==> config.mk <==
export PLATFORM = sky130hd
export DESIGN_NAME = linc_div_step
export DESIGN_NICKNAME = d
export VERILOG_FILES = /design/src/hdl/linc_pkg.sv /design/src/hdl/linc_div_step.sv
export SDC_FILE = /design/constraint.sdc
export NUM_CORES = 1
export LEC_CHECK = 0
export BUFFER_PORTS_ARGS = -buffer_cell sky130_fd_sc_hd__buf_2
export CAP_MARGIN = 20
export CORE_MARGIN = 5
export CORE_UTILIZATION = 45
export CTS_CLUSTER_DIAMETER = 60
export DETAILED_ROUTE_END_ITERATION = 8
export GPL_TIMING_DRIVEN = 0
export PLACE_DENSITY = 0.77
export SYNTH_ARGS = -nofsm -noshare
export SYNTH_HDL_FRONTEND = slang
export SYNTH_SLANG_ARGS = --single-unit
==> constraint.sdc <==
create_clock -name clock -period 3.75 [get_ports clock]
set_clock_uncertainty 0.1 [all_clocks]
set_input_delay 0.1875 -clock clock [delete_from_list [all_inputs] [get_ports clock]]
set_output_delay 0.1875 -clock clock [all_outputs]
set_load 0.02 [all_outputs]
==> src/hdl/linc_pkg.sv <==
// Shared widths, register codes and transfer structures of the linear calibration block.
`default_nettype none

package linc_pkg;

   // Field and datapath widths.
   localparam int SAMPLE_WIDTH    = 32;
   localparam int CFG_WIDTH       = 32;
   localparam int CSR_INDEX_WIDTH = 3;
   localparam int HALF_WIDTH      = 32;
   localparam int DIFF_WIDTH      = SAMPLE_WIDTH + 1;
   localparam int PROD_WIDTH      = 2 * HALF_WIDTH + 1;
   localparam int QUO_WIDTH       = 42;
   localparam int VAL_WIDTH       = QUO_WIDTH + 2;

   // Quotients at or above this value lie far outside every output range.
   localparam logic [QUO_WIDTH-1:0] QUO_CAP = {1'b1, {(QUO_WIDTH - 1){1'b0}}};

   // Configuration register indexes.
   typedef enum logic [CSR_INDEX_WIDTH-1:0] {
      CSR_RAW_LOW      = 3'd0,
      CSR_RAW_HIGH     = 3'd1,
      CSR_CAL_LOW      = 3'd2,
      CSR_CAL_HIGH     = 3'd3,
      CSR_CLAMP_ENABLE = 3'd4
   } csr_index_type;

   // Current configuration as seen by the datapath.
   typedef struct packed {
      logic signed [CFG_WIDTH-1:0] raw_low;
      logic signed [CFG_WIDTH-1:0] raw_high;
      logic signed [CFG_WIDTH-1:0] cal_low;
      logic signed [CFG_WIDTH-1:0] cal_high;
      logic                        clamp_enable;
   } cfg_type;

   // Partial state of the long division as it moves down the pipeline.
   typedef struct packed {
      logic [DIFF_WIDTH-1:0] rem;
      logic [QUO_WIDTH-1:0]  dividend;
      logic [QUO_WIDTH-1:0]  quo;
      logic [DIFF_WIDTH-1:0] d_mag;
      logic                  neg;
      logic                  empty;
      logic                  sat;
   } div_state_type;

   // One finished result.
   typedef struct packed {
      logic signed [SAMPLE_WIDTH-1:0] scaled;
      logic                           empty_range;
      logic                           overflowed;
   } result_type;

endpackage

`default_nettype wire

==> src/hdl/linc_div_step.sv <==
// One restoring division step: one quotient bit per pipeline stage.
`default_nettype none

module linc_div_step
   import linc_pkg::*;
(
   input  logic          clock,
   input  logic          reset,
   input  logic          adv,
   input  logic          in_valid,
   input  div_state_type in_state,
   output logic          out_valid,
   output div_state_type out_state
);

   logic [DIFF_WIDTH:0]   trial;
   logic [DIFF_WIDTH+1:0] diff;
   logic                  fits;
   logic                  valid_ff;
   div_state_type         state_ff;
   div_state_type         state_in;

   // Bring down the next dividend bit and subtract the divisor if it fits.
   always_comb begin
      trial             = {in_state.rem, in_state.dividend[QUO_WIDTH-1]};
      diff              = {1'b0, trial} - {2'b00, in_state.d_mag};
      fits              = ~diff[DIFF_WIDTH+1];
      state_in          = in_state;
      state_in.rem      = fits ? diff[DIFF_WIDTH-1:0] : trial[DIFF_WIDTH-1:0];
      state_in.dividend = {in_state.dividend[QUO_WIDTH-2:0], 1'b0};
      state_in.quo      = {in_state.quo[QUO_WIDTH-2:0], fits};
   end

   always_ff @(posedge clock) begin
      if (reset) begin
         valid_ff <= 1'b0;
      end else if (adv) begin
         valid_ff <= in_valid;
      end
   end

   always_ff @(posedge clock) begin
      if (adv) begin
         state_ff <= state_in;
      end
   end

   assign out_valid = valid_ff;
   assign out_state = state_ff;

endmodule

`default_nettype wire

# Word level (Yosys, flattened, before mapping)
# Index checks and enable logic that the tools add are counted.
# W data, S select, Z words.
dict set report totals {
  output_inout_bits 154
  regBits 153
}
dict set report op_classes {
  addsub 1
  bitwise 1
  n_mux 1
}
# cell n
set ops {}
lappend ops {{$sub A34 B33 Y35} 1}
lappend ops {{$mux W33} 1}
lappend ops {{$not A1 Y1} 1}

# Depth between registers and ports, before layout
dict set report depth {
  word_depth 2
  depth_mapped 15
  ltp_nobuf 13
}

# Worst setup path after synthesis
# Ideal clock, no wire load.
dict set report synth_timing {
  path_type {input port to flip-flop}
  start {input port in_state[119] (netlist name)}
  end {register state_ff (netlist bit out_state[142]) (data pin)}
  n_path_buf 2
  t_required_ns 3.390
  path_slack_ns 0.763
  setup_time_ns 0.260
  path_stages 15
  arrival_time_ns 2.627
  path_cell_list {inv_1 > ha_1 > inv_1 > fa_1 > a211oi_2 > o21bai_2 > a31oi_4 > nor3_2 > o21ai_2 > a21oi_4 > nor3_4 > inv_2 > buf_6 > buf_8 > mux2_4}
}
# element line_no
set synth_lines {}
lappend synth_lines {{from (decl)} linc_div_step.sv:11} ;# input div_state_type in_state,
lappend synth_lines {{to (signal assigned)} linc_div_step.sv:44} ;# state_ff <= state_in;
lappend synth_lines {{to (decl)} linc_div_step.sv:20} ;# div_state_type state_ff;

==> out/qor.txt <==
Remaining DRCs: 0
Setup crit end kind: register
Net Count, Synth: 648
Total vias in the final route: 5795
Total negative slack: 0 ns
Clk slew on worst S/H paths: 0.06 ns
Post-CTS Repair Setup Buffers: 0
Vias/cell: 5.119
Die width: 133.1 um
# port buffers: 308
Worst setup SP type: input pin
Synth Area per Inst: 14.92 um2
Number of global-route vias before repair: 6036
Hold slack: 0.04372 ns
Fin nets: 1122
Async set-reset flop share out of synthesis: 0%
CTS max path bufs: 2
CP Class: input pin to register
Antenna diodes: 0
CP top delay family: buffers and inverters
Endpoint, Worst Hold: out_state[121]
Gpl congestion: 0.8539
Setup slack, reg-to-reg: 2.40 ns
Outcome: finished, final reports clean
Prevailing post-synth register cell: edfxtp_1
Seq/Total Area, Yosys: 67.25%
Core ar.: 0.01503 mm2
Global-route wire length before repair: 34.21 mm
Gate Count Post-Synth: 457
EDFF count, synth: 152
Layout cell share with drive strength beyond 1: 40.57%
Worst Path Arrival: 3.65 ns
Clock sink total: 153
Tot GR Track Use: 25.49%
Grt total ovfl: 0
Routed len/inst: 20.15 um
Syn. warnings: 0
Largest net degree at the start of global routing: 107
Worst EP required: 3.81 ns
Hold/Removal Path Class: input pin to register
Maximum VDD drop: 270.9 uV
Reg-to-reg startpoint: out_valid
CTS tree: yes
First-pass DRT Iterations: 5
Pwr dens: 460.2 mW/mm2
Fin crit period: 3.586 ns
Measured slew at the worst slew-check pin: 0.5334 ns
Crit-path max FO: 10
Netlist area before placement: 0.006817 mm2
Critical path, cell by cell: dlygate4sd3_1, buf_2, ha_1, inv_1, fa_1, a211oi_2, o21bai_2, a31oi_4, nor3_2, o21ai_2, a21oi_4, nor3_4, inv_2, buf_6, buf_8, mux2_4
Routed Wire Length: 22.81 mm
Final HPWL DP: 14.56 mm
Final period util: 95.62%
Synthesis-to-finish area growth: 56.61%
Depth of the CTS H-tree: 4
Clock buffer count from CTS: 17
# IOs: 311
R2r endpoint: out_valid
Slowest-stage cell, CP: dlygate4sd3_1
R2r worst-path depth: 3
Final hold violation count: 0
Max Slew Vio Count: 0
Later-pin clock latency in the skew report: 0.42 ns
Filler instances: 958
Critical path's largest stage delay: 0.53 ns
Post-CTS Resized: 0
Initial antenna violation count: 0
Synth Register Bits: 153
WHS Path Cells: 2
Number of max-cap violations: 0
Unrepaired setup endpoints after global routing: no
WP buf/inv: 6
Initial DRC count: 387
Post-synth cell types: 57
DIE HEIGHT: 133.1 um
Hold_sp: in_state[120]
Initial Util: 45.34%
DRT antenna net count: 0
LEAKAGE: 4.748 nW
FMAX: 278.9 MHz
# rows: 45
CTS Root Cell: clkbuf_16
Die ar.: 0.01771 mm2
Final setup violation count: 0
Slew headroom: 64.44%
[cell usage after synthesis, drive strengths merged (4+ instances only)]
library cell / count / area, um2
a21o: 12 / 90.09
a211oi: 4 / 40.03
xor2: 10 / 87.58
o31ai: 5 / 37.54
nor2: 20 / 75.07
a31oi: 9 / 71.32
buf: 4 / 41.28
nor3: 4 / 36.29
xnor2: 15 / 131.4
edfxtp: 152 / 4564
a21oi: 29 / 156.4
nand2: 24 / 90.09
o21a: 7 / 52.55
inv: 42 / 157.7
mux2: 27 / 330.3
ha: 33 / 412.9
o21ai: 19 / 98.85
[layer usage]
layer | track usage, % | wire [um]
met1 | 27.90 | 8105
met2 | 45.49 | 11800
met3 | 7.414 | 1860
met4 | 11.78 | 1040
met5 | 0 | 0
[final cells by class]
cell class / instances / area, um2 / share of cell area, %
timing repair buffer: 455 / 3037 / 28.45
buffer: 4 / 41.29 / 0.3868
inverter: 42 / 157.7 / 1.477
clock buffer: 18 / 429.2 / 4.020
clock inverter: 14 / 157.7 / 1.477
multi-input combinational: 258 / 2033 / 19.05
tap: 188 / 235.2 / 2.203
sequential: 153 / 4584 / 42.94
[cell families (layout without fill, tap and decap cells)]
group	count (synthesis)	count (layout)	share of synthesized area, %
xor+xnor	25	25	3.212
compound gates	99	99	9.876
simple gates	69	69	5.048
buf+inv	46	533	2.918
mux	30	30	5.286
other cells	1	1	0.05501
fa+ha+maj	34	34	6.351
flops	153	153	67.25
[worst max-delay path by stage]
| stage | end | slack (ns) | cells past startpoint | from |
|---|---|---|---|---|
| after global routing | out_state[148] | 0.02 | 16 | in_state[3] |
| after CTS | out_state[142] | 0.16 | 16 | in_state[3] |
| after detailed placement | out_state[147] | 0.19 | 16 | in_state[119] |
| after global placement | out_state[147] | 0.17 | 16 | in_state[119] |
| final | out_state[142] | 0.16 | 16 | in_state[3] |
| after floorplan | out_state[142] | 0.76 | 15 | in_state[119] |
[layout by cell type, fill, tap and decap left out, types with 5 or more instances in the layout]
cell type	synthesis	final
a21o_1	12	12
a21oi_1	28	28
a31oi_1	8	8
buf_2	0	307
clkbuf_16	0	17
dlygate4sd3_1	0	146
edfxtp_1	152	152
ha_1	33	33
inv_1	41	41
inv_6	0	6
mux2_2	20	20
mux2_4	7	7
nand2_1	24	24
nor2_1	20	20
o21a_1	7	7
o21ai_0	18	18
o31ai_1	5	5
xnor2_1	15	15
xor2_1	10	10
[power breakdown]
group | switching [mW] | internal [mW] | total, mW
combinational | 0.619 | 0.471 | 1.09
sequential | 0.0463 | 2.08 | 2.13
clock | 0.754 | 0.943 | 1.70
[stage by stage]
stage	total power [mW]	area (um2)	utilization [%]	setup WS, ns	std cells
final	4.912	10680	71.01	0.1642	1132
after floorplan	2.727	6817	-	0.7626	457
after global routing	5.110	10680	71.01	0.02112	1132
after CTS	4.904	10680	71.01	0.1625	1132
after detailed placement	3.094	8627	57.39	0.1856	954
after global placement	3.075	8593	57.16	0.1716	953
[sequential cells by signal, summed over array words and instances (netlist names)]
| signal | flops |
|---|---|
| out_state | 152 |
| out_valid | 1 |
[timing repair]
| item | in CTS | in global routing |
|---|---|---|
| endpoints found under the hold margin | 145 | 0 |
| hold buffers | 146 | 0 |
| endpoints found under the setup margin | 0 | 0 |
Power figures use the tool's default switching activity.
