--- config.mk ---
export PLATFORM = sky130hd
export DESIGN_NAME = linc_front
export DESIGN_NICKNAME = d
export VERILOG_FILES = /design/src/hdl/linc_pkg.sv /design/src/hdl/linc_front.sv
export SDC_FILE = /design/constraint.sdc
export NUM_CORES = 2
export LEC_CHECK = 0
export ABC_AREA = 1
export ABC_CLOCK_PERIOD_IN_PS = 20400
export CAP_MARGIN = 20
export CELL_PAD_IN_SITES_DETAIL_PLACEMENT = 1
export CELL_PAD_IN_SITES_GLOBAL_PLACEMENT = 1
export CORE_ASPECT_RATIO = 1.75
export CORE_UTILIZATION = 29
export DETAILED_ROUTE_END_ITERATION = 12
export DONT_BUFFER_PORTS = 1
export PLACE_DENSITY_LB_ADDON = 0.1
export SLEW_MARGIN = 20
export SYNTH_ARGS = -nofsm -noshare
export SYNTH_HDL_FRONTEND = slang
export SYNTH_SLANG_ARGS = --single-unit
export TNS_END_PERCENT = 100
--- constraint.sdc ---
create_clock -name clock -period 20.4 [get_ports clock]
set_input_delay 4.08 -clock clock [delete_from_list [all_inputs] [get_ports clock]]
set_output_delay 4.08 -clock clock [all_outputs]
set_load 0.05 [all_outputs]
--- src/hdl/linc_pkg.sv ---
// Shared widths, register codes and transfer structures of the linear calibration block.
`default_nettype none

package linc_pkg;

   // Field and datapath widths.
   localparam int SAMPLE_WIDTH    = 32;
   localparam int CFG_WIDTH       = 32;
   localparam int CSR_INDEX_WIDTH = 3;
   localparam int HALF_WIDTH      = 32;
   localparam int DIFF_WIDTH      = SAMPLE_WIDTH + 1;
   localparam int PROD_WIDTH      = 2 * HALF_WIDTH + 1;
   localparam int QUO_WIDTH       = 42;
   localparam int VAL_WIDTH       = QUO_WIDTH + 2;

   // Quotients at or above this value lie far outside every output range.
   localparam logic [QUO_WIDTH-1:0] QUO_CAP = {1'b1, {(QUO_WIDTH - 1){1'b0}}};

   // Configuration register indexes.
   typedef enum logic [CSR_INDEX_WIDTH-1:0] {
      CSR_RAW_LOW      = 3'd0,
      CSR_RAW_HIGH     = 3'd1,
      CSR_CAL_LOW      = 3'd2,
      CSR_CAL_HIGH     = 3'd3,
      CSR_CLAMP_ENABLE = 3'd4
   } csr_index_type;

   // Current configuration as seen by the datapath.
   typedef struct packed {
      logic signed [CFG_WIDTH-1:0] raw_low;
      logic signed [CFG_WIDTH-1:0] raw_high;
      logic signed [CFG_WIDTH-1:0] cal_low;
      logic signed [CFG_WIDTH-1:0] cal_high;
      logic                        clamp_enable;
   } cfg_type;

   // Partial state of the long division as it moves down the pipeline.
   typedef struct packed {
      logic [DIFF_WIDTH-1:0] rem;
      logic [QUO_WIDTH-1:0]  dividend;
      logic [QUO_WIDTH-1:0]  quo;
      logic [DIFF_WIDTH-1:0] d_mag;
      logic                  neg;
      logic                  empty;
      logic                  sat;
   } div_state_type;

   // One finished result.
   typedef struct packed {
      logic signed [SAMPLE_WIDTH-1:0] scaled;
      logic                           empty_range;
      logic                           overflowed;
   } result_type;

endpackage

`default_nettype wire

--- src/hdl/linc_front.sv ---
// Front pipeline: differences, magnitudes, product and division setup in four stages.
`default_nettype none

module linc_front
   import linc_pkg::*;
(
   input  logic                           clock,
   input  logic                           reset,
   input  logic                           adv,
   input  cfg_type                        cfg,
   input  logic                           in_valid,
   input  logic signed [SAMPLE_WIDTH-1:0] in_sample,
   output logic                           out_valid,
   output div_state_type                  out_state
);

   typedef struct packed {
      logic [DIFF_WIDTH-1:0] a_mag;
      logic [DIFF_WIDTH-1:0] b_mag;
      logic [DIFF_WIDTH-1:0] d_mag;
      logic                  sign_odd;
      logic                  empty;
   } prep_type;

   typedef struct packed {
      logic [2*HALF_WIDTH-1:0] low_prod;
      logic                    a_top;
      logic                    b_top;
      logic [HALF_WIDTH-1:0]   a_low;
      logic [HALF_WIDTH-1:0]   b_low;
      logic [DIFF_WIDTH-1:0]   d_mag;
      logic                    neg;
      logic                    empty;
   } mul_type;

   typedef struct packed {
      logic [PROD_WIDTH-1:0] prod;
      logic [DIFF_WIDTH-1:0] d_mag;
      logic                  neg;
      logic                  empty;
   } prod_type;

   function automatic logic [DIFF_WIDTH-1:0] magnitude(input logic [DIFF_WIDTH-1:0] value);
      return value[DIFF_WIDTH-1] ? (~value + DIFF_WIDTH'(1)) : value;
   endfunction

   logic                  prep_valid_ff;
   logic                  mul_valid_ff;
   logic                  prod_valid_ff;
   logic                  div_valid_ff;
   prep_type              prep_ff;
   prep_type              prep_in;
   mul_type               mul_ff;
   mul_type               mul_in;
   prod_type              prod_ff;
   prod_type              prod_in;
   div_state_type         div_ff;
   div_state_type         div_in;
   logic [DIFF_WIDTH-1:0] a_diff;
   logic [DIFF_WIDTH-1:0] b_diff;
   logic [DIFF_WIDTH-1:0] d_diff;
   logic [PROD_WIDTH-QUO_WIDTH-1:0] prod_top;

   // Stage one: the three signed differences, kept as sign and magnitude.
   always_comb begin
      a_diff = {in_sample[SAMPLE_WIDTH-1], in_sample}
             - {cfg.raw_low[CFG_WIDTH-1], cfg.raw_low};
      b_diff = {cfg.cal_high[CFG_WIDTH-1], cfg.cal_high}
             - {cfg.cal_low[CFG_WIDTH-1], cfg.cal_low};
      d_diff = {cfg.raw_high[CFG_WIDTH-1], cfg.raw_high}
             - {cfg.raw_low[CFG_WIDTH-1], cfg.raw_low};
      prep_in.a_mag    = magnitude(a_diff);
      prep_in.b_mag    = magnitude(b_diff);
      prep_in.d_mag    = magnitude(d_diff);
      prep_in.sign_odd = a_diff[DIFF_WIDTH-1] ^ b_diff[DIFF_WIDTH-1] ^ d_diff[DIFF_WIDTH-1];
      prep_in.empty    = (d_diff == '0);
   end

   // Stage two: the low 32 by 32 partial product.
   always_comb begin
      mul_in.low_prod = (2*HALF_WIDTH)'(prep_ff.a_mag[HALF_WIDTH-1:0])
                      * (2*HALF_WIDTH)'(prep_ff.b_mag[HALF_WIDTH-1:0]);
      mul_in.a_top    = prep_ff.a_mag[DIFF_WIDTH-1];
      mul_in.b_top    = prep_ff.b_mag[DIFF_WIDTH-1];
      mul_in.a_low    = prep_ff.a_mag[HALF_WIDTH-1:0];
      mul_in.b_low    = prep_ff.b_mag[HALF_WIDTH-1:0];
      mul_in.d_mag    = prep_ff.d_mag;
      mul_in.neg      = prep_ff.sign_odd && (prep_ff.a_mag != '0) && (prep_ff.b_mag != '0);
      mul_in.empty    = prep_ff.empty;
   end

   // Stage three: fold in the top bits of the magnitudes.
   always_comb begin
      prod_in.prod  = {1'b0, mul_ff.low_prod}
                    + (mul_ff.a_top ? {1'b0, mul_ff.b_low, {HALF_WIDTH{1'b0}}} : '0)
                    + (mul_ff.b_top ? {1'b0, mul_ff.a_low, {HALF_WIDTH{1'b0}}} : '0)
                    + {mul_ff.a_top & mul_ff.b_top, {(2*HALF_WIDTH){1'b0}}};
      prod_in.d_mag = mul_ff.d_mag;
      prod_in.neg   = mul_ff.neg;
      prod_in.empty = mul_ff.empty;
   end

   // Stage four: the upper product bits seed the remainder; a seed at or above
   // the divisor means the quotient is beyond the cap.
   always_comb begin
      prod_top        = prod_ff.prod[PROD_WIDTH-1:QUO_WIDTH];
      div_in.rem      = DIFF_WIDTH'(prod_top);
      div_in.dividend = prod_ff.prod[QUO_WIDTH-1:0];
      div_in.quo      = '0;
      div_in.d_mag    = prod_ff.d_mag;
      div_in.neg      = prod_ff.neg;
      div_in.empty    = prod_ff.empty;
      div_in.sat      = (DIFF_WIDTH'(prod_top) >= prod_ff.d_mag);
   end

   // Valid bits move with the data whenever the pipeline advances.
   always_ff @(posedge clock) begin
      if (reset) begin
         prep_valid_ff <= 1'b0;
         mul_valid_ff  <= 1'b0;
         prod_valid_ff <= 1'b0;
         div_valid_ff  <= 1'b0;
      end else if (adv) begin
         prep_valid_ff <= in_valid;
         mul_valid_ff  <= prep_valid_ff;
         prod_valid_ff <= mul_valid_ff;
         div_valid_ff  <= prod_valid_ff;
      end
   end

   always_ff @(posedge clock) begin
      if (adv) begin
         prep_ff <= prep_in;
         mul_ff  <= mul_in;
         prod_ff <= prod_in;
         div_ff  <= div_in;
      end
   end

   assign out_valid = div_valid_ff;
   assign out_state = div_ff;

endmodule

`default_nettype wire

* Word-level counts from Yosys, hierarchy flattened
Index checks and enable logic that the tools add are counted.
Operators by class: order comparisons 1, add/sub/neg operators 9, multipliers 1, multiplexer cells 5, bitwise gates (word level) 6, reductions and logical operators 5
Operators by type and width (count):
- $mux 64 | 2
- $add 33x1->33 const B | 3
- $not 33->33 | 3
- $sub 32x32->33 | 3
- $mux 32 | 3
- $reduce_bool 33->1 | 2
- $add 64x64->65 | 1
- $add 65x64->65 | 1
- $add 65x65->65 | 1
- $mul 32x32->64 | 1
- $ge 23x33->1 | 1
- $logic_not 33->1 | 1
- $logic_and 1x1->1 | 2
- $xor 1x1->1 | 2
- $and 1x1->1 | 1
Word-level totals: input bits 165, logic and storage cells 57, output and inout bits 154, bits in registers 471

* Logic depth before layout (Yosys ltp)
depth in word-level cells 4, mapped depth 31, gate-level depth less buffers 29

* Least setup slack after synthesis
No wires, ideal clock.
path type input to register, start point input port cfg[65] (netlist name), end point register prep_ff, in the netlist mul_in[34] (data pin), arrival 6.390 ns, data required time 20.144 ns, slack 13.755 ns, path buffers 0, stages 21, setup time 0.256 ns, cells stage by stage inv_1 -> ha_1 -> inv_1 -> fa_1 -> inv_1 -> ha_1 -> inv_1 -> nor2_1 -> nand3_1 -> inv_1 -> nand3_1 -> nor2_4 -> nand3_2 -> nor2_4 -> nand3b_2 -> nor2_1 -> nand3_1 -> nor2_1 -> ha_1 -> inv_1 -> nor2_1
Between the ends: cells in the longest elaborated chain, start to end 3
RTL lines:
- from (decl) | line linc_front.sv:10 | input cfg_type cfg,
- $sub 32x32->33 * | line linc_front.sv:71 | - {cfg.raw_low[CFG_WIDTH-1], cfg.raw_low};
- $not 33->33 | line linc_front.sv:44 | return value[DIFF_WIDTH-1] ? (~value + DIFF_WIDTH'(1)) : value;
- $add 33x1->33 | line linc_front.sv:44
- to (signal assigned) | line linc_front.sv:133 | prep_ff <= prep_in;
- to (decl) | line linc_front.sv:51 | prep_type prep_ff;
Mark *: on every way between the ends. The rest lies on a longest branch, timed or not. A chain may end at the register's enable or synchronous reset.

==> impl_results.md <==
* Antenna violations before repair at 2
* Global-route wire length before repair at 342900 um
* TritonCTS clock tree: done
* Nets at 9229
* EDFF count, synth at 467
* Skew-Pair Late Insertion Delay at 690 ps
* Outcome: complete, but fails checks
* Min-delay src: div_in[111]
* Longest Clk Path Bufs at 3
* RSZ-0062 raised after global routing: false
* Tcrit/Tclk final at 41.87%
* Mapped cell area at 0.06334 mm^2
* Setup TNS at 0 ps
* Synth cell types at 46
* Final setup viols at 0
* Synth-to-layout area growth at 7.400%
* Total GRT Usage at 21.10%
* Most common cell in the netlist: nand2_1
* Setup Buffers After CTS at 0
* Vias per cell at 4.573
* Synth warn at 0
* HP Class: flop to flop
* Sequential fraction of the synthesis area at 22.27%
* Initial Util at 29.20%
* Startpoint types: flop
* Gpl congestion at 0.8967
* Chip Width at 355.3 um
* Largest cells by area after synthesis: fa_1 29%, edfxtp_1 22%, nand2_1 13%
* Relative slew margins at -7.369%
* Hold Crit Endpoint: out_state[111]
* Clock skew at 46.47 ps
* Crit path max-delay family: adder cells
* Fin. max-slew vios at 114
* RR Endpoint: mul_ff[126]
* FF+latch count, synth at 471
* Cells on Worst Hold Path at 0
* Crit-path max cell delay at 670 ps
* Critical path class: flop to flop
* WL/cell at 21.64 um
* Required @ worst endpoint at 20770 ps
* Via count at 48550
* Row Count at 226
* R2r startpoint: mul_in[77]
* Cell mode on critical path: fa_1
* Final Hold Vio Count at 0
* Max-capacitance violation count at 0
* Worst-Margin Slew at 1611 ps
* Mean Syn Cell Area at 8.058 um^2
* DP HPWL at 184500 um
* Setup WS post-layout at 11860 ps
* Cells after Synth at 7860
* Min cycle time layout at 8542 ps
* Crit-path slowest cell: edfxtp_1
* Post-CTS sizing at 0
* FMAX at 117.1 MHz
* Die area at 0.2203 mm^2
* Filler Cell Count at 25930
* TritonCTS Buffers at 53
* Critical Path AT at 8910 ps
* I/O Buffers at 0
* Worst hold margin at 408.3 ps
* Cell taking the most area after synthesis: fa_1
* Drt pass-1 iters at 9
* Hold bufs inserted after CTS at 0
* Post-synth ARST share at 0%
* Post-synth top cells: 2232 x nand2_1, 2171 x inv_1, 932 x fa_1, 467 x edfxtp_1, 417 x ha_1
* Clk slew on worst S/H paths at 60 ps
* Core Footprint at 0.2169 mm^2
* CP Cell Sequence: buf_4 -> nand2_1 -> inv_1 -> fa_1 -> fa_1 -> fa_1 -> inv_1 -> fa_1 -> inv_1 -> fa_1 -> inv_1 -> fa_1 -> inv_1 -> fa_1 -> fa_1 -> ha_1 -> nand2_1 -> o21ai_0 -> a21oi_1 -> o211ai_1 -> a21oi_1 -> xnor2_1
* CTS Root Cell: clkbuf_16
* Initial DRC count at 1806
* Violated checks: design-rule violations, max-slew violations
* Reg-to-reg slack, setup at 11860 ps
* Die Y at 620.2 um
* WL final at 229800 um
* Crit path buffers/inverters at 6
* Clock Sinks at 471
* Final ANT Viol Nets at 0
* Vias in the first global route at 55220
* Pin count of the biggest net entering global routing at 473
* Register-to-Register Path Depth at 22
* Grt ovf at 0
* Synth top area share at 29.46%
* DP Worst Slack at 11820 ps
* # H-tree levels at 2
* DRC Markers at 16
* Share of layout cells above drive strength 1 at 3.338%
* Max FO, Critical Path at 31
* # IOs at 319
* Crit. End Element: flop
* Ys flop type: edfxtp_1
cell type report:
cell class	count	area (um^2)	share of cell area (%)
multi-input combinational	4932	39780	58.48
sequential	471	14100	20.73
inverter	2182	8190	12.04
tap	2850	3566	5.242
clock buffer	58	1345	1.977
timing repair buffer	75	563.0	0.8277
clock inverter	42	457.9	0.6732
antenna	6	15.01	0.02207
how the worst max path moves through the flow:
stage          startpoint          end  slack [ps]  cells after the start
5_1_grt        mul_in[77]  mul_ff[126]       11650                     24
3_3_place_gp   mul_in[77]  mul_ff[145]       11880                     21
2_1_floorplan     cfg[65]   mul_in[34]       13750                     21
6_report       mul_in[77]  mul_ff[126]       11860                     22
4_1_cts        mul_in[77]  mul_ff[145]       11730                     21
3_5_place_dp   mul_in[77]  mul_ff[145]       11820                     21
metrics by stage:
stage / instance area (um^2) / cells / util, %
floorplan: 63530 / 7911 / -
global placement: 66200 / 10510 / 30.53
detailed placement: 66200 / 10510 / 30.53
CTS: 68010 / 10610 / 31.36
global route: 68010 / 10610 / 31.36
finish: 68020 / 10620 / 31.36
kinds of logic after synthesis:
logic type | Yosys count | synth area share (%)
and+or+nand+nor | 2980 | 19.10
buffers and inverters | 2508 | 15.22
adders and majority gates | 1349 | 37.70
DFF | 471 | 22.27
AOI/OAI and AO/OA | 382 | 3.354
xor gates and xnor gates | 169 | 2.349
other | 1 | 0.005921
layer usage:
metal | GRT usage (%) | share of wire (%) | routed length (um) | vias to the layer above
met5 | 0 | 0 | 0 | -
met4 | 9.958 | 5.6 | 12750 | 0
met3 | 2.041 | 2.8 | 6386 | 365
met2 | 44.24 | 59 | 135100 | 825
met1 | 19.75 | 33 | 75530 | 24730
li1 | - | - | - | 22630
cells in the final DEF, fill, tap and decap left out, types with 5 or more instances in the layout:
master and instances:
nand4_1 63, nand3_2 13, nand3_1 169, inv_1 2171, a31oi_1 25, nand2_2 39, nor2_1 332, and3_1 8
clkinvlp_4 7, o211ai_1 6, o21bai_1 14, nor3_1 34, clkbuf_1 5, fa_1 932, ha_1 417, nor4_1 25
conb_1 52, and2_1 8, xor2_1 109, clkinv_2 11, bufinv_16 6, o21ai_1 7, a21o_1 15, nand2_1 2232
o21a_1 8, nor2_4 5, a21oi_1 189, xnor2_1 59, edfxtp_1 467, inv_2 11, diode_2 6, buf_4 75
clkinv_1 7, nor2_2 20, clkbuf_16 53, o21ai_0 93, a21boi_0 12, nand3b_1 28
registers in the layout, summed over array words and instances, names as in the netlist:
name and flops:
mul_ff 165, out_state 101, div_in 100, prod_valid_ff 1, mul_in 100, out_valid 1
prep_valid_ff 1, mul_valid_ff 1, prep_ff 1
Power is not shown: default switching activity piles up to over one toggle a cycle in this logic, so the estimate is an artifact.
