==> config.mk <==
export PLATFORM = sky130hd
export DESIGN_NAME = linc_back
export DESIGN_NICKNAME = d
export VERILOG_FILES = /design/src/hdl/linc_pkg.sv /design/src/hdl/linc_back.sv
export SDC_FILE = /design/constraint.sdc
export NUM_CORES = 1
export LEC_CHECK = 0
export BUFFER_PORTS_ARGS = -buffer_cell sky130_fd_sc_hd__buf_4
export CAP_MARGIN = 20
export CORE_UTILIZATION = 50
export CTS_CLUSTER_DIAMETER = 120
export DETAILED_ROUTE_END_ITERATION = 6
export PLACE_DENSITY = 0.84
export SLEW_MARGIN = 15
export SYNTH_ARGS = -nofsm -noshare
export SYNTH_HDL_FRONTEND = slang
export SYNTH_SLANG_ARGS = --single-unit
==> constraint.sdc <==
create_clock -name clock -period 19.25 [get_ports clock]
set_input_delay 2.8875 -clock clock [delete_from_list [all_inputs] [get_ports clock]]
set_output_delay 2.8875 -clock clock [all_outputs]
set_load 0.05 [all_outputs]
==> src/hdl/linc_pkg.sv <==
// Shared widths, register codes and transfer structures of the linear calibration block.
`default_nettype none

package linc_pkg;

   // Field and datapath widths.
   localparam int SAMPLE_WIDTH    = 32;
   localparam int CFG_WIDTH       = 32;
   localparam int CSR_INDEX_WIDTH = 3;
   localparam int HALF_WIDTH      = 32;
   localparam int DIFF_WIDTH      = SAMPLE_WIDTH + 1;
   localparam int PROD_WIDTH      = 2 * HALF_WIDTH + 1;
   localparam int QUO_WIDTH       = 42;
   localparam int VAL_WIDTH       = QUO_WIDTH + 2;

   // Quotients at or above this value lie far outside every output range.
   localparam logic [QUO_WIDTH-1:0] QUO_CAP = {1'b1, {(QUO_WIDTH - 1){1'b0}}};

   // Configuration register indexes.
   typedef enum logic [CSR_INDEX_WIDTH-1:0] {
      CSR_RAW_LOW      = 3'd0,
      CSR_RAW_HIGH     = 3'd1,
      CSR_CAL_LOW      = 3'd2,
      CSR_CAL_HIGH     = 3'd3,
      CSR_CLAMP_ENABLE = 3'd4
   } csr_index_type;

   // Current configuration as seen by the datapath.
   typedef struct packed {
      logic signed [CFG_WIDTH-1:0] raw_low;
      logic signed [CFG_WIDTH-1:0] raw_high;
      logic signed [CFG_WIDTH-1:0] cal_low;
      logic signed [CFG_WIDTH-1:0] cal_high;
      logic                        clamp_enable;
   } cfg_type;

   // Partial state of the long division as it moves down the pipeline.
   typedef struct packed {
      logic [DIFF_WIDTH-1:0] rem;
      logic [QUO_WIDTH-1:0]  dividend;
      logic [QUO_WIDTH-1:0]  quo;
      logic [DIFF_WIDTH-1:0] d_mag;
      logic                  neg;
      logic                  empty;
      logic                  sat;
   } div_state_type;

   // One finished result.
   typedef struct packed {
      logic signed [SAMPLE_WIDTH-1:0] scaled;
      logic                           empty_range;
      logic                           overflowed;
   } result_type;

endpackage

`default_nettype wire

==> src/hdl/linc_back.sv <==
// Back pipeline: floor, offset, rounding, clamping and saturation in five stages.
`default_nettype none

module linc_back
   import linc_pkg::*;
#(
   parameter int DATA_WIDTH = 32
)
(
   input  logic          clock,
   input  logic          reset,
   input  logic          adv,
   input  cfg_type       cfg,
   input  logic          in_valid,
   input  div_state_type in_state,
   output logic          out_valid,
   output result_type    out_result
);

   localparam logic signed [VAL_WIDTH-1:0] LIM_HI =
      VAL_WIDTH'((64'sd1 <<< (DATA_WIDTH - 1)) - 64'sd1);
   localparam logic signed [VAL_WIDTH-1:0] LIM_LO = ~LIM_HI;

   typedef struct packed {
      logic signed [QUO_WIDTH:0] qf;
      logic [DIFF_WIDTH-1:0]     rf;
      logic [DIFF_WIDTH-1:0]     d_mag;
      logic                      r_nz;
      logic                      empty;
   } floor_type;

   typedef struct packed {
      logic signed [VAL_WIDTH-1:0] val;
      logic                        half_ge;
      logic                        half_gt;
      logic                        r_nz;
      logic                        empty;
   } offset_type;

   typedef struct packed {
      logic signed [VAL_WIDTH-1:0] val;
      logic                        empty;
   } value_type;

   logic                        floor_valid_ff;
   logic                        offset_valid_ff;
   logic                        round_valid_ff;
   logic                        clamp_valid_ff;
   logic                        result_valid_ff;
   floor_type                   floor_ff;
   floor_type                   floor_in;
   offset_type                  offset_ff;
   offset_type                  offset_in;
   value_type                   round_ff;
   value_type                   round_in;
   value_type                   clamp_ff;
   value_type                   clamp_in;
   result_type                  result_ff;
   result_type                  result_in;
   logic [QUO_WIDTH-1:0]        quo_capped;
   logic signed [VAL_WIDTH-1:0] cal_lo_ext;
   logic signed [VAL_WIDTH-1:0] cal_hi_ext;
   logic signed [VAL_WIDTH-1:0] bound_lo;
   logic signed [VAL_WIDTH-1:0] bound_hi;

   // Stage one: cap the quotient and turn truncation into floor division.
   always_comb begin
      quo_capped = (in_state.sat || (in_state.quo > QUO_CAP)) ? QUO_CAP : in_state.quo;
      floor_in.d_mag = in_state.d_mag;
      floor_in.r_nz  = (in_state.rem != '0);
      floor_in.empty = in_state.empty;
      priority if (!in_state.neg) begin
         floor_in.qf = {1'b0, quo_capped};
         floor_in.rf = in_state.rem;
      end else if (in_state.rem == '0) begin
         floor_in.qf = -$signed({1'b0, quo_capped});
         floor_in.rf = in_state.rem;
      end else begin
         floor_in.qf = ~$signed({1'b0, quo_capped});
         floor_in.rf = in_state.d_mag - in_state.rem;
      end
   end

   // Stage two: add the calibrated offset and compare twice the remainder to the divisor.
   always_comb begin
      offset_in.val     = {floor_ff.qf[QUO_WIDTH], floor_ff.qf}
                        + {{(VAL_WIDTH - CFG_WIDTH){cfg.cal_low[CFG_WIDTH-1]}}, cfg.cal_low};
      offset_in.half_ge = ({floor_ff.rf, 1'b0} >= {1'b0, floor_ff.d_mag});
      offset_in.half_gt = ({floor_ff.rf, 1'b0} > {1'b0, floor_ff.d_mag});
      offset_in.r_nz    = floor_ff.r_nz;
      offset_in.empty   = floor_ff.empty;
   end

   // Stage three: halves round away from zero.
   always_comb begin
      round_in.empty = offset_ff.empty;
      if (offset_ff.r_nz && (offset_ff.val[VAL_WIDTH-1] ? offset_ff.half_gt
                                                        : offset_ff.half_ge)) begin
         round_in.val = offset_ff.val + VAL_WIDTH'(1);
      end else begin
         round_in.val = offset_ff.val;
      end
   end

   // Stage four: if enabled, clamp the value to the calibrated range in either direction.
   always_comb begin
      cal_lo_ext = {{(VAL_WIDTH - CFG_WIDTH){cfg.cal_low[CFG_WIDTH-1]}}, cfg.cal_low};
      cal_hi_ext = {{(VAL_WIDTH - CFG_WIDTH){cfg.cal_high[CFG_WIDTH-1]}}, cfg.cal_high};
      if (cfg.cal_low < cfg.cal_high) begin
         bound_lo = cal_lo_ext;
         bound_hi = cal_hi_ext;
      end else begin
         bound_lo = cal_hi_ext;
         bound_hi = cal_lo_ext;
      end
      clamp_in.empty = round_ff.empty;
      priority if (cfg.clamp_enable && (round_ff.val < bound_lo)) begin
         clamp_in.val = bound_lo;
      end else if (cfg.clamp_enable && (round_ff.val > bound_hi)) begin
         clamp_in.val = bound_hi;
      end else begin
         clamp_in.val = round_ff.val;
      end
   end

   // Stage five: saturate to the output width; an empty raw range forces zero.
   always_comb begin
      priority if (clamp_ff.empty) begin
         result_in.scaled      = '0;
         result_in.empty_range = 1'b1;
         result_in.overflowed  = 1'b0;
      end else if (clamp_ff.val > LIM_HI) begin
         result_in.scaled      = LIM_HI[SAMPLE_WIDTH-1:0];
         result_in.empty_range = 1'b0;
         result_in.overflowed  = 1'b1;
      end else if (clamp_ff.val < LIM_LO) begin
         result_in.scaled      = LIM_LO[SAMPLE_WIDTH-1:0];
         result_in.empty_range = 1'b0;
         result_in.overflowed  = 1'b1;
      end else begin
         result_in.scaled      = clamp_ff.val[SAMPLE_WIDTH-1:0];
         result_in.empty_range = 1'b0;
         result_in.overflowed  = 1'b0;
      end
   end

   always_ff @(posedge clock) begin
      if (reset) begin
         floor_valid_ff  <= 1'b0;
         offset_valid_ff <= 1'b0;
         round_valid_ff  <= 1'b0;
         clamp_valid_ff  <= 1'b0;
         result_valid_ff <= 1'b0;
      end else if (adv) begin
         floor_valid_ff  <= in_valid;
         offset_valid_ff <= floor_valid_ff;
         round_valid_ff  <= offset_valid_ff;
         clamp_valid_ff  <= round_valid_ff;
         result_valid_ff <= clamp_valid_ff;
      end
   end

   always_ff @(posedge clock) begin
      if (adv) begin
         floor_ff  <= floor_in;
         offset_ff <= offset_in;
         round_ff  <= round_in;
         clamp_ff  <= clamp_in;
         result_ff <= result_in;
      end
   end

   assign out_valid  = result_valid_ff;
   assign out_result = result_ff;

endmodule

`default_nettype wire

After elaboration in Yosys (flattened, before gate mapping)
Index checks and enable logic that the tools add are counted.
Storage, ports and cells
  register bits: 288
  word-level logic and storage cells: 55
  bits of input ports: 286
Cells by class
  $lt $le $gt $ge: 8
  bitwise gates (word level): 1
  reduce and logical (&&, ||, !) cells: 7
  $add $sub $neg: 4
  muxes and demuxes: 11
Operators with widths (number)
  2-to-1 mux 44 bit: 5
  2-to-1 mux 76 bit: 1
  2-to-1 mux 75 bit: 1
  adder 43 x 32 -> 44 bit: 1
  adder 44 x 2 -> 44 bit, second input constant: 1
  greater-than comparator 44 x 32 -> 1 bit, second input constant: 1
  greater-than comparator 44 bit: 1
  < comparator 44 x 32 -> 1 bit, second input constant: 1
  < comparator 44 bit: 1
  negation 42 -> 43 bit: 1
  inverter 42 -> 43 bit: 1
  greater-than comparator 42 bit, second input constant: 1
  2-to-1 mux 42 bit: 1
  >= comparator 34 x 33 -> 1 bit: 1
  greater-than comparator 34 x 33 -> 1 bit: 1
  2-to-1 mux 34 bit: 1
  zero test 33 bit: 1
  2-to-1 mux 33 bit: 1
  nonzero test 33 bit: 1
  subtractor 33 bit: 1
  < comparator 32 bit: 1
  logical AND 1 bit: 3
  OR reduction 2 bit: 1
  logical OR 1 bit: 1
  2-to-1 mux 1 bit: 1

Logic depth before layout (Yosys ltp)
  depth after elaboration: 6
  mapped depth: 25
  depth with buffers taken out: 21

Worst setup path before layout
OpenSTA, ideal clock, no wires.
  path type: input port to flip-flop
  from: input cfg[12] (netlist name)
  to: register clamp_ff[31] (netlist name), data pin
  arrival time: 7.880 ns
  cell stages on the path: 23
  library setup time: 0.264 ns
  data required time: 18.986 ns
  slack: 11.106 ns
  cell sequence: inv_1 > ha_1 > a21oi_1 > o21ai_0 > a221o_1 > o31a_1 > nor3_1 > xnor2_1 > clkbuf_1 > mux2i_1 > ha_1 > a21o_1 > a21o_1 > a221oi_1 > o2bb2ai_1 > a311oi_1 > o21ai_0 > mux2i_1 > clkbuf_1 > clkbuf_1 > nand2_1 > o211ai_1 > o21ai_0
RTL lines
  start, declared: line linc_back.sv:13  | input cfg_type cfg,
  end signal, assigned: line linc_back.sv:168  | clamp_ff <= clamp_in;
  end, declared: line linc_back.sv:56  | value_type clamp_ff;

==> flow_summary.yaml <==
floorplanning:
  row_count: 73
  coreArea_um2: 40100
  fp.dieH_um: 205
  die_area_um2: 41900
  initial_utilization_pct: 51.2
  fp.dieW_um: 205
  io_pins: 321
layout:
  seq_area_um2: 8600
  mostFrequentLayoutCell: "edfxtp_1"
  postLayoutCoreUtil_pct: 59.3
  layout_common_cells: "edfxtp_1, ha_1, buf_4, nor2_1, nand2_1"
  drive_gt1_share_pct: 13.3
  multiInputGateArea_um2: 11300
  num-fill-cells: 3299
  area_growth_pct: 15.9
  final_cell_area_um2: 23800
  final_net_count: 2834
synth:
  syn_avg_cell_area_um2: 9.68
  synth-seq-cells: 288
  synth_cell_types: 79
  synth_ff_type: "edfxtp_1"
  synth-simple-area-share_pct: 15.1
  async_reset_ff_share_pct: 0
  yosysWarnings: 0
  ys_seq_area_share_pct: 41.9
  synth_top_family_by_area: "compound AO/OA/AOI/OAI gates"
  ys_top_cells_by_area: "edfxtp_1, ha_1, a21oi_1"
  synthesis.nets: 2636
  synth_adder_area_share_pct: 14.0
  synth_top_area_cell: "edfxtp_1"
  synth-edff-count: 283
  synth-xor-area-share_pct: 4.99
  muxShareOfSynthArea_pct: 2.37
  synth_compound_area_share_pct: 18.1
  synth_area_um2: 20500
  syn_inst: 2121
  synth_top_area_share_pct: 41.4
detailed_routing:
  wl_per_cell_um: 18.6
  num_vias: 17200
  first_iter_violations: 1398
  viasPerCell: 5.99
  drc_errors: 0
  drt_wl_total_mm: 53.3
  ant_nets: 0
  drt_pass1_iterations: 5
clock_network:
  h-tree-depth: 2
  hold_buffers: 0
  clock_latency_ns: 0.54
  cts_buffers: 35
  ctsResizeCount: 0
  cts_tree: "yes"
  cts_buffer_depth: 3
  clkSinkCount: 288
  clockRootBuffer: "clkbuf_16"
  clkTransAtPathRegs_ns: 0.05
  postCtsSetupRepairBufs: 0
worst_setup_path:
  worst-path-max-fanout: 57
  worstPathArrival_ns: 9.66
  crit_start: "cfg[10]"
  reg2reg_from: "round_ff[44]"
  cp-start-kind: "input pin"
  crit_type: "input pin to flop"
  required_ns: 19.47
  worstSetupEndpointType: "flop"
power:
  ir_worst_vdd_mv: 0.0529
  p_total_w: 0.00208
  leakagePower_nw: 10.0
  cellPowerDensity_nw_per_um2: 87.4
sta:
  fmax_mhz: 106
  maxSlewViolCount: 0
  period_share_pct: 49.0
  tightestPinTransition_ns: 1.02
  grt_setup_unrepaired: "no"
  fin_crit_ns: 9.44
  finalSetupTns_ns: 0
  hold_viol_final: 0
  slew_headroom_pct: 32.1
  finalSetupViolCount: 0
  skew_ns: 0.0190
place:
  dpl.hpwl_mm: 41.6
  placed_area_um2: 22700
  numPortBuffers: 214
  place.gp.congestion: 0.939
global_routing:
  grt_pass1_wl_mm: 82.2
  gr-total-overflow: 0
  grt_use_total_pct: 24.9
  antenna_found_initial: 7
  grt_max_degree: 133
  first_global_vias: 16300
status:
  status: "completed"
hold_path:
  hold_path.startpoint: "clamp_in[0]"
  hold_path_class: "flop to flop"
job:
  cap_violations: 0
registers in the layout (all words and copies together) (netlist names), 34 cells and up:
name,flops
out_result,34
clamp_ff,45
floor_ff,111
round_ff,44
offset_ff,48
cell families after synthesis:
kind of cell / Yosys count
AO/OA/AOI/OAI: 596
adder cells (fa/ha/maj): 229
flip-flops: 288
AND/OR/NAND/NOR: 651
XOR/XNOR: 117
multiplexers: 48
buffers and inverters: 192
synth_stat cells, types with 18 or more instances:
master and count:
inv_1 125, mux2i_1 43, xnor2_1 67, xor2_1 50
nand2b_1 18, clkbuf_1 58, a21o_1 66, nor3_1 35
nor2b_1 19, nand3_1 49, a21oi_1 182, nand2_1 192
o211ai_1 39, nor2_1 196, o21ai_0 165, nand4_1 48
ha_1 227, edfxtp_1 283
where the power goes:
| group | total (W) | internal [W] | switching, W |
|---|---|---|---|
| clock | 0.000624 | 0.000374 | 0.000250 |
| sequential | 0.000851 | 0.000803 | 0.0000480 |
| combinational | 0.000604 | 0.000246 | 0.000358 |
| total | 0.00208 | 0.00142 | 0.000656 |
path summary, 6_finish.rpt:
check,slack [ns],end,cells past startpoint
max reg2reg,14.77,clamp_ff[10],12
min reg2reg,0.43,clamp_ff[0],0
max,9.81,clamp_ff[10],24
min,0.43,clamp_ff[0],0
per-stage QoR:
stage               hold slack [ns]  worst slack (ns)  cells
floorplan                     0.400             11.11   2121
global placement              0.417              9.26   2804
detailed placement            0.413              9.26   2805
CTS                           0.439              9.80   2864
global route                  0.453              9.44   2866
finish                        0.434              9.81   2870
critical path: stages:
cell and delay (ns):
buf_4 0.10, inv_1 0.05, ha_1 0.31, a21oi_1 0.15
o21ai_0 0.12, a221o_1 0.35, o31a_1 0.33, nor3_1 0.50
clkbuf_2 0.30, xnor2_2 0.14, buf_4 0.53, mux2i_1 0.21
ha_1 0.34, nand4_1 0.14, nor4_1 0.55, nand3_1 0.21
nor4_1 0.30, a311oi_1 0.23, o21ai_0 0.26, mux2i_4 0.60
buf_4 0.56, nand2_1 0.11, o211ai_1 0.10, o21ai_0 0.19
layout make-up:
type / instances / share of cell area [%]
Multi-Input combinational cell: 1641 / 47.4
Clock buffer: 44 / 3.83
Antenna cell: 4 / 0.0421
Sequential cell: 288 / 36.2
Inverter: 127 / 2.00
Clock inverter: 15 / 0.668
Timing Repair Buffer: 226 / 7.17
Tap cell: 525 / 2.76
metal layers:
layer  share of wire [%]  wire [um]  track usage [%]
met4                 3.8       2010             10.0
met5               0.084         45                0
met2                  45      24200             41.0
met3                 9.3       4980             6.86
met1                  41      22100             30.9
(Power assumes the default switching activity.)
